===== config.mk =====
export PLATFORM = sky130hd
export DESIGN_NAME = postfix_expression_evaluator
export DESIGN_NICKNAME = d
export VERILOG_FILES = /design/src/rtl/pee_pkg.sv /design/src/rtl/postfix_expression_evaluator.sv /design/src/rtl/pee_ram.sv /design/src/rtl/pee_front.sv /design/src/rtl/pee_queue.sv /design/src/rtl/pee_div.sv /design/src/rtl/pee_back.sv
export VERILOG_INCLUDE_DIRS = /design/src /design/src/rtl
export SDC_FILE = /design/constraint.sdc
export NUM_CORES = 2
export LEC_CHECK = 0
export BUFFER_PORTS_ARGS = -buffer_cell sky130_fd_sc_hd__buf_2
export CORE_AREA = 8 8 417 419
export DETAILED_ROUTE_END_ITERATION = 8
export DIE_AREA = 0 0 425 427
export SYNTH_ARGS = -nofsm -noshare
export SYNTH_HDL_FRONTEND = slang
export SYNTH_SLANG_ARGS = --single-unit

===== constraint.sdc =====
create_clock -name i_clk -period 18.7 [get_ports i_clk]
set_clock_uncertainty 0.05 [all_clocks]
set_input_delay 0.935 -clock i_clk [delete_from_list [all_inputs] [get_ports i_clk]]
set_output_delay 0.935 -clock i_clk [all_outputs]
set_load 0.01 [all_outputs]

===== src/rtl/assert_macros.svh =====
// ----------------------------------------------------------------------------
// Assertion macros
// Shared concurrent assertion wrappers for the postfix evaluator RTL.
// ----------------------------------------------------------------------------
`ifndef ASSERT_MACROS_SVH
`define ASSERT_MACROS_SVH

`ifndef SYNTHESIS

// Property must hold at every rising edge outside reset
`define PEE_ASSERT(lbl, clk, rst_n, prop) \
    lbl: assert property (@(posedge clk) disable iff (!rst_n) (prop)) \
        else $error("pee assertion failed");

// Condition must never be seen outside reset
`define PEE_ASSERT_NEVER(lbl, clk, rst_n, cond) \
    lbl: assert property (@(posedge clk) disable iff (!rst_n) !(cond)) \
        else $error("pee forbidden condition seen");

`else

`define PEE_ASSERT(lbl, clk, rst_n, prop)
`define PEE_ASSERT_NEVER(lbl, clk, rst_n, cond)

`endif

`endif


===== src/rtl/pee_pkg.sv =====
// ----------------------------------------------------------------------------
// pee_pkg
// Types, constants and codes of the postfix expression evaluator.
// ----------------------------------------------------------------------------
package pee_pkg;

    // Sizing
    localparam int STACK_DEPTH = 16;
    localparam int VALUE_WIDTH = 32;
    localparam int ADDR_W      = $clog2(STACK_DEPTH);
    localparam int CNT_W       = $clog2(STACK_DEPTH + 1);
    localparam int QUEUE_DEPTH = 2;
    localparam int QPTR_W      = (QUEUE_DEPTH > 1) ? $clog2(QUEUE_DEPTH) : 1;
    localparam int QCNT_W      = $clog2(QUEUE_DEPTH + 1);
    localparam int DIV_CNT_W   = $clog2(VALUE_WIDTH + 1);
    localparam int CHAR_W      = 8;
    localparam int STATUS_W    = 3;
    localparam int OUT_TDATA_W = ((VALUE_WIDTH + STATUS_W + 7) / 8) * 8;
    localparam int OUT_PAD_W   = OUT_TDATA_W - VALUE_WIDTH - STATUS_W;

    // Character codes
    localparam logic [CHAR_W-1:0] CH_ZERO  = 8'h30;
    localparam logic [CHAR_W-1:0] CH_NINE  = 8'h39;
    localparam logic [CHAR_W-1:0] CH_PLUS  = 8'h2B;
    localparam logic [CHAR_W-1:0] CH_MINUS = 8'h2D;
    localparam logic [CHAR_W-1:0] CH_STAR  = 8'h2A;
    localparam logic [CHAR_W-1:0] CH_SLASH = 8'h2F;
    localparam logic [3:0]        DEC_BASE = 4'd10;

    typedef enum logic [2:0] {
        OP_NONE,
        OP_ADD,
        OP_SUB,
        OP_MUL,
        OP_DIV
    } t_op;

    typedef enum logic [STATUS_W-1:0] {
        ST_OK        = 3'd0,
        ST_UNDERFLOW = 3'd1,
        ST_OVERFLOW  = 3'd2,
        ST_DIVZERO   = 3'd3,
        ST_EMPTY     = 3'd4
    } t_status;

    // Back-end sequencer states
    typedef enum logic [2:0] {
        S_IDLE,
        S_PUSH,
        S_OP,
        S_CALC,
        S_DIV,
        S_WB,
        S_OUT
    } t_state;

    // One decoded token: optional operand push, optional operator, end flag
    typedef struct packed {
        logic                   has_num;
        logic [VALUE_WIDTH-1:0] num;
        t_op                    op;
        logic                   last;
    } t_token;

    typedef struct packed {
        logic                   start;
        logic [VALUE_WIDTH-1:0] dividend;
        logic [VALUE_WIDTH-1:0] divisor;
    } t_div_req;

    typedef struct packed {
        logic                   done;
        logic [VALUE_WIDTH-1:0] quotient;
    } t_div_rsp;

endpackage


===== src/rtl/postfix_expression_evaluator.sv =====
// ----------------------------------------------------------------------------
// postfix_expression_evaluator
// Evaluates a postfix integer expression streamed in one character at a time.
// ----------------------------------------------------------------------------
// Usage:
//   s_axis carries one ASCII character per request in tdata, with tlast set on
//   the final character of the expression. Digit runs form operands; + - * /
//   pop two operands and push the result; anything else separates tokens.
//   m_axis carries one request per expression: the top of the stack and a
//   status (ok, underflow, overflow, divide by zero, empty stack at end).
// Flow:
//   A character is accepted whenever the queue has room. Tokens go through
//   a two-entry queue to the stack sequencer, which pops a token while idle,
//   pushes any operand, and for an operator checks the operands, computes
//   the result (/ waits on the serial divider) and writes it back. On the
//   last token it then loads the output register, which raises tvalid.
//   s_axis_tready drops only when the queue is full.
// Reset and stall:
//   Synchronous active-low reset empties the stack, queue and output; no
//   clearing pass is needed. A stalled m_axis holds its request in the output
//   register while the next expression's characters keep flowing in.
// ----------------------------------------------------------------------------
module postfix_expression_evaluator (
    input  logic                                i_clk,
    input  logic                                i_rst_n,
    input  logic                                s_axis_tvalid,
    output logic                                s_axis_tready,
    input  logic [pee_pkg::CHAR_W-1:0]          s_axis_tdata,  // [7:0] char_byte
    input  logic                                s_axis_tlast,  // last_char
    output logic                                m_axis_tvalid,
    input  logic                                m_axis_tready,
    output logic [pee_pkg::OUT_TDATA_W-1:0]     m_axis_tdata   // [31:0] value, [34:32] status
);
    import pee_pkg::*;

    logic                   w_full;
    logic                   w_wr_en;
    t_token                 w_wr_tok;
    logic                   w_q_valid;
    t_token                 w_q_tok;
    logic                   w_q_pop;
    logic [VALUE_WIDTH-1:0] w_value;
    t_status                w_status;

    // Character classifier
    pee_front u_front (
        .i_clk    (i_clk),
        .i_rst_n  (i_rst_n),
        .i_valid  (s_axis_tvalid),
        .i_char   (s_axis_tdata),
        .i_last   (s_axis_tlast),
        .o_ready  (s_axis_tready),
        .i_full   (w_full),
        .o_wr_en  (w_wr_en),
        .o_wr_tok (w_wr_tok)
    );

    // Token queue
    pee_queue u_queue (
        .i_clk    (i_clk),
        .i_rst_n  (i_rst_n),
        .i_wr_en  (w_wr_en),
        .i_wr_tok (w_wr_tok),
        .o_full   (w_full),
        .o_valid  (w_q_valid),
        .o_tok    (w_q_tok),
        .i_pop    (w_q_pop)
    );

    // Stack sequencer
    pee_back u_back (
        .i_clk     (i_clk),
        .i_rst_n   (i_rst_n),
        .i_q_valid (w_q_valid),
        .i_q_tok   (w_q_tok),
        .o_q_pop   (w_q_pop),
        .o_valid   (m_axis_tvalid),
        .i_ready   (m_axis_tready),
        .o_value   (w_value),
        .o_status  (w_status)
    );

    // Result packing
    assign m_axis_tdata = {{OUT_PAD_W{1'b0}}, w_status, w_value};

endmodule


===== src/rtl/pee_ram.sv =====
// ----------------------------------------------------------------------------
// pee_ram
// Generic single-write, single-read RAM with registered read data.
// ----------------------------------------------------------------------------
module pee_ram #(
    parameter int WIDTH = 32,
    parameter int DEPTH = 16
) (
    input  logic                     i_clk,
    input  logic                     i_we,
    input  logic [$clog2(DEPTH)-1:0] i_waddr,
    input  logic [WIDTH-1:0]         i_wdata,
    input  logic [$clog2(DEPTH)-1:0] i_raddr,
    output logic [WIDTH-1:0]         o_rdata
);

    logic [WIDTH-1:0] r_mem [DEPTH];
    logic [WIDTH-1:0] r_rdata;

    // Write port and registered read port
    always_ff @(posedge i_clk) begin
        if (i_we) begin
            r_mem[i_waddr] <= i_wdata;
        end
        r_rdata <= r_mem[i_raddr];
    end

    assign o_rdata = r_rdata;

endmodule


===== src/rtl/pee_front.sv =====
// ----------------------------------------------------------------------------
// pee_front
// Character classifier: builds decimal operands and emits tokens.
// ----------------------------------------------------------------------------
module pee_front (
    input  logic                        i_clk,
    input  logic                        i_rst_n,
    input  logic                        i_valid,
    input  logic [pee_pkg::CHAR_W-1:0]  i_char,
    input  logic                        i_last,
    output logic                        o_ready,
    input  logic                        i_full,
    output logic                        o_wr_en,
    output pee_pkg::t_token             o_wr_tok
);
    import pee_pkg::*;

    logic [VALUE_WIDTH-1:0] r_acc;
    logic [VALUE_WIDTH-1:0] n_acc;
    logic                   r_in_num;
    logic                   n_in_num;
    logic                   w_accept;
    logic                   w_is_digit;
    logic [3:0]             w_digit;
    logic [VALUE_WIDTH-1:0] w_acc_next;
    t_op                    w_op;
    t_token                 w_tok;
    logic                   w_emit;

    assign o_ready  = !i_full;
    assign w_accept = i_valid && o_ready;

    // Classify the character
    always_comb begin
        w_is_digit = i_char inside {[CH_ZERO:CH_NINE]};
        case (i_char)
            CH_PLUS:  w_op = OP_ADD;
            CH_MINUS: w_op = OP_SUB;
            CH_STAR:  w_op = OP_MUL;
            CH_SLASH: w_op = OP_DIV;
            default:  w_op = OP_NONE;
        endcase
    end

    // acc * 10 + digit as two shifts and two adds, wrapping at the value width
    assign w_digit    = 4'(i_char - CH_ZERO);
    assign w_acc_next = {r_acc[VALUE_WIDTH-4:0], 3'b000}
                      + {r_acc[VALUE_WIDTH-2:0], 1'b0}
                      + VALUE_WIDTH'(w_digit);

    // Token assembly and accumulator update
    always_comb begin
        n_acc    = r_acc;
        n_in_num = r_in_num;
        w_tok    = '0;
        w_emit   = 1'b0;
        if (w_is_digit) begin
            w_tok.has_num = 1'b1;
            w_tok.num     = w_acc_next;
            w_tok.op      = OP_NONE;
            w_tok.last    = i_last;
            w_emit        = i_last;
            n_acc         = i_last ? '0 : w_acc_next;
            n_in_num      = !i_last;
        end else begin
            w_tok.has_num = r_in_num;
            w_tok.num     = r_acc;
            w_tok.op      = w_op;
            w_tok.last    = i_last;
            w_emit        = r_in_num || (w_op != OP_NONE) || i_last;
            n_acc         = '0;
            n_in_num      = 1'b0;
        end
    end

    assign o_wr_en  = w_accept && w_emit;
    assign o_wr_tok = w_tok;

    // Operand accumulator
    always_ff @(posedge i_clk) begin
        if (!i_rst_n) begin
            r_acc    <= '0;
            r_in_num <= 1'b0;
        end else if (w_accept) begin
            r_acc    <= n_acc;
            r_in_num <= n_in_num;
        end
    end

endmodule


===== src/rtl/pee_queue.sv =====
// ----------------------------------------------------------------------------
// pee_queue
// Short token queue between the classifier and the stack sequencer.
// ----------------------------------------------------------------------------
`include "assert_macros.svh"

module pee_queue (
    input  logic            i_clk,
    input  logic            i_rst_n,
    input  logic            i_wr_en,
    input  pee_pkg::t_token i_wr_tok,
    output logic            o_full,
    output logic            o_valid,
    output pee_pkg::t_token o_tok,
    input  logic            i_pop
);
    import pee_pkg::*;

    t_token            r_mem [QUEUE_DEPTH];
    logic [QPTR_W-1:0] r_wptr;
    logic [QPTR_W-1:0] r_rptr;
    logic [QCNT_W-1:0] r_cnt;
    logic              w_do_pop;

    assign o_full   = (r_cnt == QCNT_W'(QUEUE_DEPTH));
    assign o_valid  = (r_cnt != '0);
    assign o_tok    = r_mem[r_rptr];
    assign w_do_pop = i_pop && o_valid;

    // Entry storage
    always_ff @(posedge i_clk) begin
        if (i_wr_en) begin
            r_mem[r_wptr] <= i_wr_tok;
        end
    end

    // Pointers and fill count
    always_ff @(posedge i_clk) begin
        if (!i_rst_n) begin
            r_wptr <= '0;
            r_rptr <= '0;
            r_cnt  <= '0;
        end else begin
            if (i_wr_en) begin
                r_wptr <= (r_wptr == QPTR_W'(QUEUE_DEPTH - 1)) ? '0 : r_wptr + 1'b1;
            end
            if (w_do_pop) begin
                r_rptr <= (r_rptr == QPTR_W'(QUEUE_DEPTH - 1)) ? '0 : r_rptr + 1'b1;
            end
            case ({i_wr_en, w_do_pop})
                2'b10:   r_cnt <= r_cnt + 1'b1;
                2'b01:   r_cnt <= r_cnt - 1'b1;
                default: r_cnt <= r_cnt;
            endcase
        end
    end

    `PEE_ASSERT_NEVER(a_q_write_full, i_clk, i_rst_n, i_wr_en && o_full)
    `PEE_ASSERT(a_q_cnt_bound, i_clk, i_rst_n, r_cnt <= QCNT_W'(QUEUE_DEPTH))
    `PEE_ASSERT(a_q_pop_step, i_clk, i_rst_n, (w_do_pop && !i_wr_en) |=> (r_cnt == $past(r_cnt) - 1'b1))

endmodule


===== src/rtl/pee_div.sv =====
// ----------------------------------------------------------------------------
// pee_div
// Signed divider, truncating toward zero, one quotient bit per cycle.
// ----------------------------------------------------------------------------
module pee_div (
    input  logic              i_clk,
    input  logic              i_rst_n,
    input  pee_pkg::t_div_req i_req,
    output pee_pkg::t_div_rsp o_rsp
);
    import pee_pkg::*;

    logic                   r_busy;
    logic                   r_done;
    logic [DIV_CNT_W-1:0]   r_cnt;
    logic                   r_neg;
    logic [VALUE_WIDTH-1:0] r_rem;
    logic [VALUE_WIDTH-1:0] r_quo;
    logic [VALUE_WIDTH-1:0] r_den;
    logic                   w_na;
    logic                   w_nb;
    logic [VALUE_WIDTH-1:0] w_ma;
    logic [VALUE_WIDTH-1:0] w_mb;
    logic [VALUE_WIDTH:0]   w_rem_sh;
    logic [VALUE_WIDTH:0]   w_trial;

    // Operand magnitudes
    assign w_na = i_req.dividend[VALUE_WIDTH-1];
    assign w_nb = i_req.divisor[VALUE_WIDTH-1];
    assign w_ma = w_na ? ('0 - i_req.dividend) : i_req.dividend;
    assign w_mb = w_nb ? ('0 - i_req.divisor) : i_req.divisor;

    // Restoring step
    assign w_rem_sh = {r_rem, r_quo[VALUE_WIDTH-1]};
    assign w_trial  = w_rem_sh - {1'b0, r_den};

    // Control
    always_ff @(posedge i_clk) begin
        if (!i_rst_n) begin
            r_busy <= 1'b0;
            r_done <= 1'b0;
            r_cnt  <= '0;
        end else begin
            r_done <= 1'b0;
            if (i_req.start) begin
                r_busy <= 1'b1;
                r_cnt  <= DIV_CNT_W'(VALUE_WIDTH);
            end else if (r_busy) begin
                r_cnt <= r_cnt - 1'b1;
                if (r_cnt == DIV_CNT_W'(1)) begin
                    r_busy <= 1'b0;
                    r_done <= 1'b1;
                end
            end
        end
    end

    // Datapath
    always_ff @(posedge i_clk) begin
        if (i_req.start) begin
            r_rem <= '0;
            r_quo <= w_ma;
            r_den <= w_mb;
            r_neg <= w_na ^ w_nb;
        end else if (r_busy) begin
            if (!w_trial[VALUE_WIDTH]) begin
                r_rem <= w_trial[VALUE_WIDTH-1:0];
            end else begin
                r_rem <= w_rem_sh[VALUE_WIDTH-1:0];
            end
            r_quo <= {r_quo[VALUE_WIDTH-2:0], !w_trial[VALUE_WIDTH]};
        end
    end

    assign o_rsp.done     = r_done;
    assign o_rsp.quotient = r_neg ? ('0 - r_quo) : r_quo;

endmodule


===== src/rtl/pee_back.sv =====
// ----------------------------------------------------------------------------
// pee_back
// Stack sequencer: pushes operands, applies operators, forms the result.
// ----------------------------------------------------------------------------
`include "assert_macros.svh"

module pee_back (
    input  logic                              i_clk,
    input  logic                              i_rst_n,
    input  logic                              i_q_valid,
    input  pee_pkg::t_token                   i_q_tok,
    output logic                              o_q_pop,
    output logic                              o_valid,
    input  logic                              i_ready,
    output logic [pee_pkg::VALUE_WIDTH-1:0]   o_value,
    output pee_pkg::t_status                  o_status
);
    import pee_pkg::*;

    t_state                 r_state;
    t_state                 n_state;
    t_token                 r_tok;
    logic [CNT_W-1:0]       r_count;
    logic [CNT_W-1:0]       n_count;
    t_status                r_err;
    t_status                n_err;
    logic [VALUE_WIDTH-1:0] r_top;
    logic [VALUE_WIDTH-1:0] n_top;
    logic [VALUE_WIDTH-1:0] r_res;
    logic [VALUE_WIDTH-1:0] n_res;
    logic                   r_ovalid;
    logic                   n_ovalid;
    logic [VALUE_WIDTH-1:0] r_oval;
    logic [VALUE_WIDTH-1:0] n_oval;
    t_status                r_ostat;
    t_status                n_ostat;

    logic                   w_we;
    logic [ADDR_W-1:0]      w_waddr;
    logic [VALUE_WIDTH-1:0] w_wdata;
    logic [ADDR_W-1:0]      w_raddr;
    logic [VALUE_WIDTH-1:0] w_lhs;
    logic [CNT_W-1:0]       w_cnt_m2;
    t_state                 w_finish;
    t_div_req               w_div_req;
    t_div_rsp               w_div_rsp;

    assign w_cnt_m2 = r_count - CNT_W'(2);
    assign w_raddr  = w_cnt_m2[ADDR_W-1:0];
    assign w_finish = r_tok.last ? S_OUT : S_IDLE;

    // Operand stack storage
    pee_ram #(
        .WIDTH (VALUE_WIDTH),
        .DEPTH (STACK_DEPTH)
    ) u_stack (
        .i_clk   (i_clk),
        .i_we    (w_we),
        .i_waddr (w_waddr),
        .i_wdata (w_wdata),
        .i_raddr (w_raddr),
        .o_rdata (w_lhs)
    );

    // Divider
    pee_div u_div (
        .i_clk   (i_clk),
        .i_rst_n (i_rst_n),
        .i_req   (w_div_req),
        .o_rsp   (w_div_rsp)
    );

    // State register
    always_ff @(posedge i_clk) begin
        if (!i_rst_n) begin
            r_state  <= S_IDLE;
            r_count  <= '0;
            r_err    <= ST_OK;
            r_ovalid <= 1'b0;
        end else begin
            r_state  <= n_state;
            r_count  <= n_count;
            r_err    <= n_err;
            r_ovalid <= n_ovalid;
        end
    end

    // Payload registers
    always_ff @(posedge i_clk) begin
        if (o_q_pop) begin
            r_tok <= i_q_tok;
        end
        r_top   <= n_top;
        r_res   <= n_res;
        r_oval  <= n_oval;
        r_ostat <= n_ostat;
    end

    // Next state and datapath control
    always_comb begin
        n_state   = r_state;
        n_count   = r_count;
        n_err     = r_err;
        n_top     = r_top;
        n_res     = r_res;
        n_ovalid  = r_ovalid && !i_ready;
        n_oval    = r_oval;
        n_ostat   = r_ostat;
        o_q_pop   = 1'b0;
        w_we      = 1'b0;
        w_waddr   = r_count[ADDR_W-1:0];
        w_wdata   = r_tok.num;
        w_div_req = '0;
        w_div_req.dividend = w_lhs;
        w_div_req.divisor  = r_top;

        case (r_state)
            S_IDLE: begin
                if (i_q_valid) begin
                    o_q_pop = 1'b1;
                    n_state = S_PUSH;
                end
            end

            // Push a pending operand
            S_PUSH: begin
                if (r_tok.has_num && (r_err == ST_OK)) begin
                    if (r_count == CNT_W'(STACK_DEPTH)) begin
                        n_err = ST_OVERFLOW;
                    end else begin
                        w_we    = 1'b1;
                        n_top   = r_tok.num;
                        n_count = r_count + 1'b1;
                    end
                end
                n_state = (r_tok.op != OP_NONE) ? S_OP : w_finish;
            end

            // Check operands and fetch the left one
            S_OP: begin
                if (r_err != ST_OK) begin
                    n_state = w_finish;
                end else if (r_count < CNT_W'(2)) begin
                    n_err   = ST_UNDERFLOW;
                    n_state = w_finish;
                end else begin
                    n_state = S_CALC;
                end
            end

            // Left operand from memory, right operand cached on top
            S_CALC: begin
                case (r_tok.op)
                    OP_ADD: begin
                        n_res   = w_lhs + r_top;
                        n_state = S_WB;
                    end
                    OP_SUB: begin
                        n_res   = w_lhs - r_top;
                        n_state = S_WB;
                    end
                    OP_MUL: begin
                        n_res   = w_lhs * r_top;
                        n_state = S_WB;
                    end
                    OP_DIV: begin
                        if (r_top == '0) begin
                            n_err   = ST_DIVZERO;
                            n_state = w_finish;
                        end else begin
                            w_div_req.start = 1'b1;
                            n_state         = S_DIV;
                        end
                    end
                    default: begin
                        n_state = w_finish;
                    end
                endcase
            end

            S_DIV: begin
                if (w_div_rsp.done) begin
                    n_res   = w_div_rsp.quotient;
                    n_state = S_WB;
                end
            end

            // Two popped, one pushed: result lands in the lower slot
            S_WB: begin
                w_we    = 1'b1;
                w_waddr = w_raddr;
                w_wdata = r_res;
                n_top   = r_res;
                n_count = r_count - 1'b1;
                n_state = w_finish;
            end

            // Load the output register once it is free, then clear
            S_OUT: begin
                if (!r_ovalid || i_ready) begin
                    n_ovalid = 1'b1;
                    if (r_err != ST_OK) begin
                        n_oval  = '0;
                        n_ostat = r_err;
                    end else if (r_count == '0) begin
                        n_oval  = '0;
                        n_ostat = ST_EMPTY;
                    end else begin
                        n_oval  = r_top;
                        n_ostat = ST_OK;
                    end
                    n_count = '0;
                    n_err   = ST_OK;
                    n_state = S_IDLE;
                end
            end

            default: begin
                n_state = S_IDLE;
            end
        endcase
    end

    assign o_valid  = r_ovalid;
    assign o_value  = r_oval;
    assign o_status = r_ostat;

    `PEE_ASSERT(a_count_bound, i_clk, i_rst_n, r_count <= CNT_W'(STACK_DEPTH))
    `PEE_ASSERT(a_wb_two, i_clk, i_rst_n, (r_state == S_WB) |-> (r_count >= CNT_W'(2)))
    `PEE_ASSERT(a_err_value_zero, i_clk, i_rst_n, (r_ovalid && (r_ostat != ST_OK)) |-> (r_oval == '0))
    `PEE_ASSERT_NEVER(a_div_by_zero, i_clk, i_rst_n, w_div_req.start && (w_div_req.divisor == '0))

endmodule

==> metrics.md <==
| Metric | Value |
|---|---|
| Latest clock arrival within the worst-skew pair | `720 ps` |
| Post-Layout Inst Area | `64100 um2` |
| Main combinational cell family by area after synthesis | `adder cells` |
| Remaining DRCs | `0` |
| Most frequent cells in the layout | `787 x edfxtp_1, 520 x nand2_1, 460 x inv_1` |
| Seq cells post-synth | `907` |
| Syn Inst Count | `4803` |
| EDFF count, synth | `787` |
| Htree depth | `3` |
| Clk buf depth | `3` |
| Via count | `37000` |
| First-pass GRT wire length | `237 mm` |
| Mapped Area | `58000 um2` |
| Clock-pin slew on the worst setup and hold paths | `60 ps` |
| Synth Area in Compound Gates | `7.09%` |
| CP endpoint kind | `register` |
| Final Hold Viols | `0` |
| Core area | `168000 um2` |
| Maximum clock rate | `121 MHz` |
| Fin Hold WS | `413 ps` |
| Post-CTS Repair Setup Buffers | `0` |
| Root buf cell | `clkbuf_16` |
| Die height | `427 um` |
| Placed Area | `60900 um2` |
| Mux cell area share after synthesis | `7.89%` |
| Pre-antenna DRT Iters | `6` |
| Sink Count | `907` |
| CP Class | `register to register` |
| TritonCTS clock tree | `yes` |
| Post-route ant nets | `0` |
| Launch point of the worst reg-to-reg path | `u_back.r_top[2]` |
| Setup total negative slack | `0 ps` |
| Hold Buf Count CTS | `0` |
| Max-Cap Viols | `0` |
| Global Route Usage Sum | `16.9%` |
| Status | `finished clean` |
| RSZ-0062 raised after global routing | `no` |
| Worst Min Path Start | `u_front.r_in_num` |
| Area Overhead vs Synth | `10.4%` |
| Yosys cell types | `84` |
| Worst-path maximum fanout | `35` |
| Num ports | `55` |
| Post-synthesis sequential area ratio | `44.9%` |
| Row Count | `151` |
| Starting density of the core | `34.6%` |
| XOR/XNOR Fraction of Synth Area | `4.24%` |
| Endpoints failing setup | `0` |
| Asr flop ratio synth | `0%` |
| Post-DR wirelength/cell | `21.8 um` |
| Iter 0 DRT Violations | `3197` |
| Ys flop type | `edfxtp_1` |
| CP arrival | `8740 ps` |
| CP Launch Type | `register` |
| Vias per cell | `5.23` |
| Post-DP HPWL | `102 mm` |
| Setup ws final | `10430 ps` |
| CTS buffer count | `97` |
| I/O Buffers | `49` |
| Vias in the first global route | `37900` |
| Critical Path Source | `u_back.r_top[2]` |
| Final WL | `155 mm` |
| Resize count post-CTS | `0` |
| Share of layout cells above drive strength 1 | `11.6%` |
| Total gr overflow | `0` |
| Max Transition Viols Final | `0` |
| Die X | `425 um` |
| Min Tclk post-route | `8270 ps` |
| Pin count of the biggest net entering global routing | `75` |
| Tcrit/Tclk final | `44.2%` |
| Mapped Avg Cell Area | `12.1 um2` |
| CP required | `19170 ps` |
| Die area | `181000 um2` |
| Worst slew pin tran | `1240 ps` |
| Rel. slew slack | `16.9%` |
| Final Net Count | `5466` |
| Pre-CTS setup slack | `10520 ps` |
| Ys Warns | `0` |
| Commonest non-fill, non-tap cell in the layout | `edfxtp_1` |
| GP Congestion | `0.896` |
| Hold WC Path Type | `register to register` |
| Synth Area in Adders | `19.8%` |
| Number of antenna violations at the first check in global routing | `11` |
| Post-synthesis simple-gate area fraction | `11.2%` |
## layer usage
layer / wire length (um) / vias up / track usage, %
li1: - / 16600 / -
met5: 0 / - / 0
met4: 5180 / 0 / 5.31
met1: 65600 / 18800 / 22.9
met3: 10500 / 287 / 2.38
met2: 73400 / 1329 / 28.3
## through the flow
step	utilization, %	cells
final	38.2	7081
after global placement	36.3	6900
after CTS	38.2	7080
after detailed placement	36.3	6900
after floorplan	-	4807
after global routing	38.2	7080
## final cells by class
cell class                 instances  area [um2]
fill                           16100      104000
timing repair buffer             147         981
clock inverter                    49         488
sequential                       907       26000
tap                             2218        2780
clock buffer                     131        2620
antenna                            1        2.50
inverter                         464        1740
multi-input combinational       3164       29400
## cell families (layout without fill, tap and decap cells)
family	Yosys count	after routing
xor+xnor	281	281
compound gates	639	639
flops	907	907
fa+ha+maj	672	672
buf+inv	736	791
other cells	1	6
mux	250	250
simple gates	1317	1317
## critical path: stages, from the launching register on
cell,delay (ps)
edfxtp_1,370
buf_4,290
and2_1,240
fa_1,540
inv_1,50
fa_1,490
fa_1,440
fa_1,540
inv_1,50
fa_1,490
inv_1,60
fa_1,530
inv_1,50
fa_1,500
fa_1,420
ha_1,400
a211o_1,310
o211a_1,140
or3_1,350
a221o_1,430
a41oi_1,380
o21ai_0,210
o31ai_1,320
xnor2_1,160
nor2_1,60
o31ai_1,210
## synth_stat cells, drive strengths merged, types with 39 or more instances
cell / n / share of area, %
a211oi: 45 / 0.58
a21o: 50 / 0.65
a21oi: 144 / 1.2
and2: 344 / 3.7
clkbuf: 240 / 1.6
dfxtp: 120 / 4.1
edfxtp: 787 / 41
fa: 413 / 14
ha: 259 / 5.6
inv: 462 / 3.0
mux2: 59 / 1.1
mux4: 160 / 6.2
nand2: 520 / 3.4
nand3: 51 / 0.44
nor2: 176 / 1.1
o21ai: 164 / 1.4
o31ai: 39 / 0.53
xnor2: 167 / 2.5
xor2: 114 / 1.7
## path summary, 6_finish.rpt
path                      endpoint  slack, ps  cells past startpoint
setup / recovery  u_back.r_res[31]      10430                     25
hold / removal    u_front.r_in_num        410                      2
setup reg to reg  u_back.r_res[31]      10430                     25
hold reg to reg   u_front.r_in_num        410                      2
## state kept, by name (all words and copies together), names as in the netlist, 5 cells and up
register,count
u_front.r_acc,32
u_back.u_div.r_rem,32
u_back.r_res,32
u_back.r_count,5
u_back.r_top,32
u_back.r_tok,37
u_back.u_div.r_quo,32
u_back.u_div.r_cnt,6
u_back.u_stack.r_mem,512
u_queue.r_mem,74
u_back.u_stack.o_rdata,32
u_back.o_value,32
u_back.u_div.r_den,32
Power is left out: the tool's default activity adds up to more than one toggle a clock period on the data nets, which glitch-free logic cannot reach.
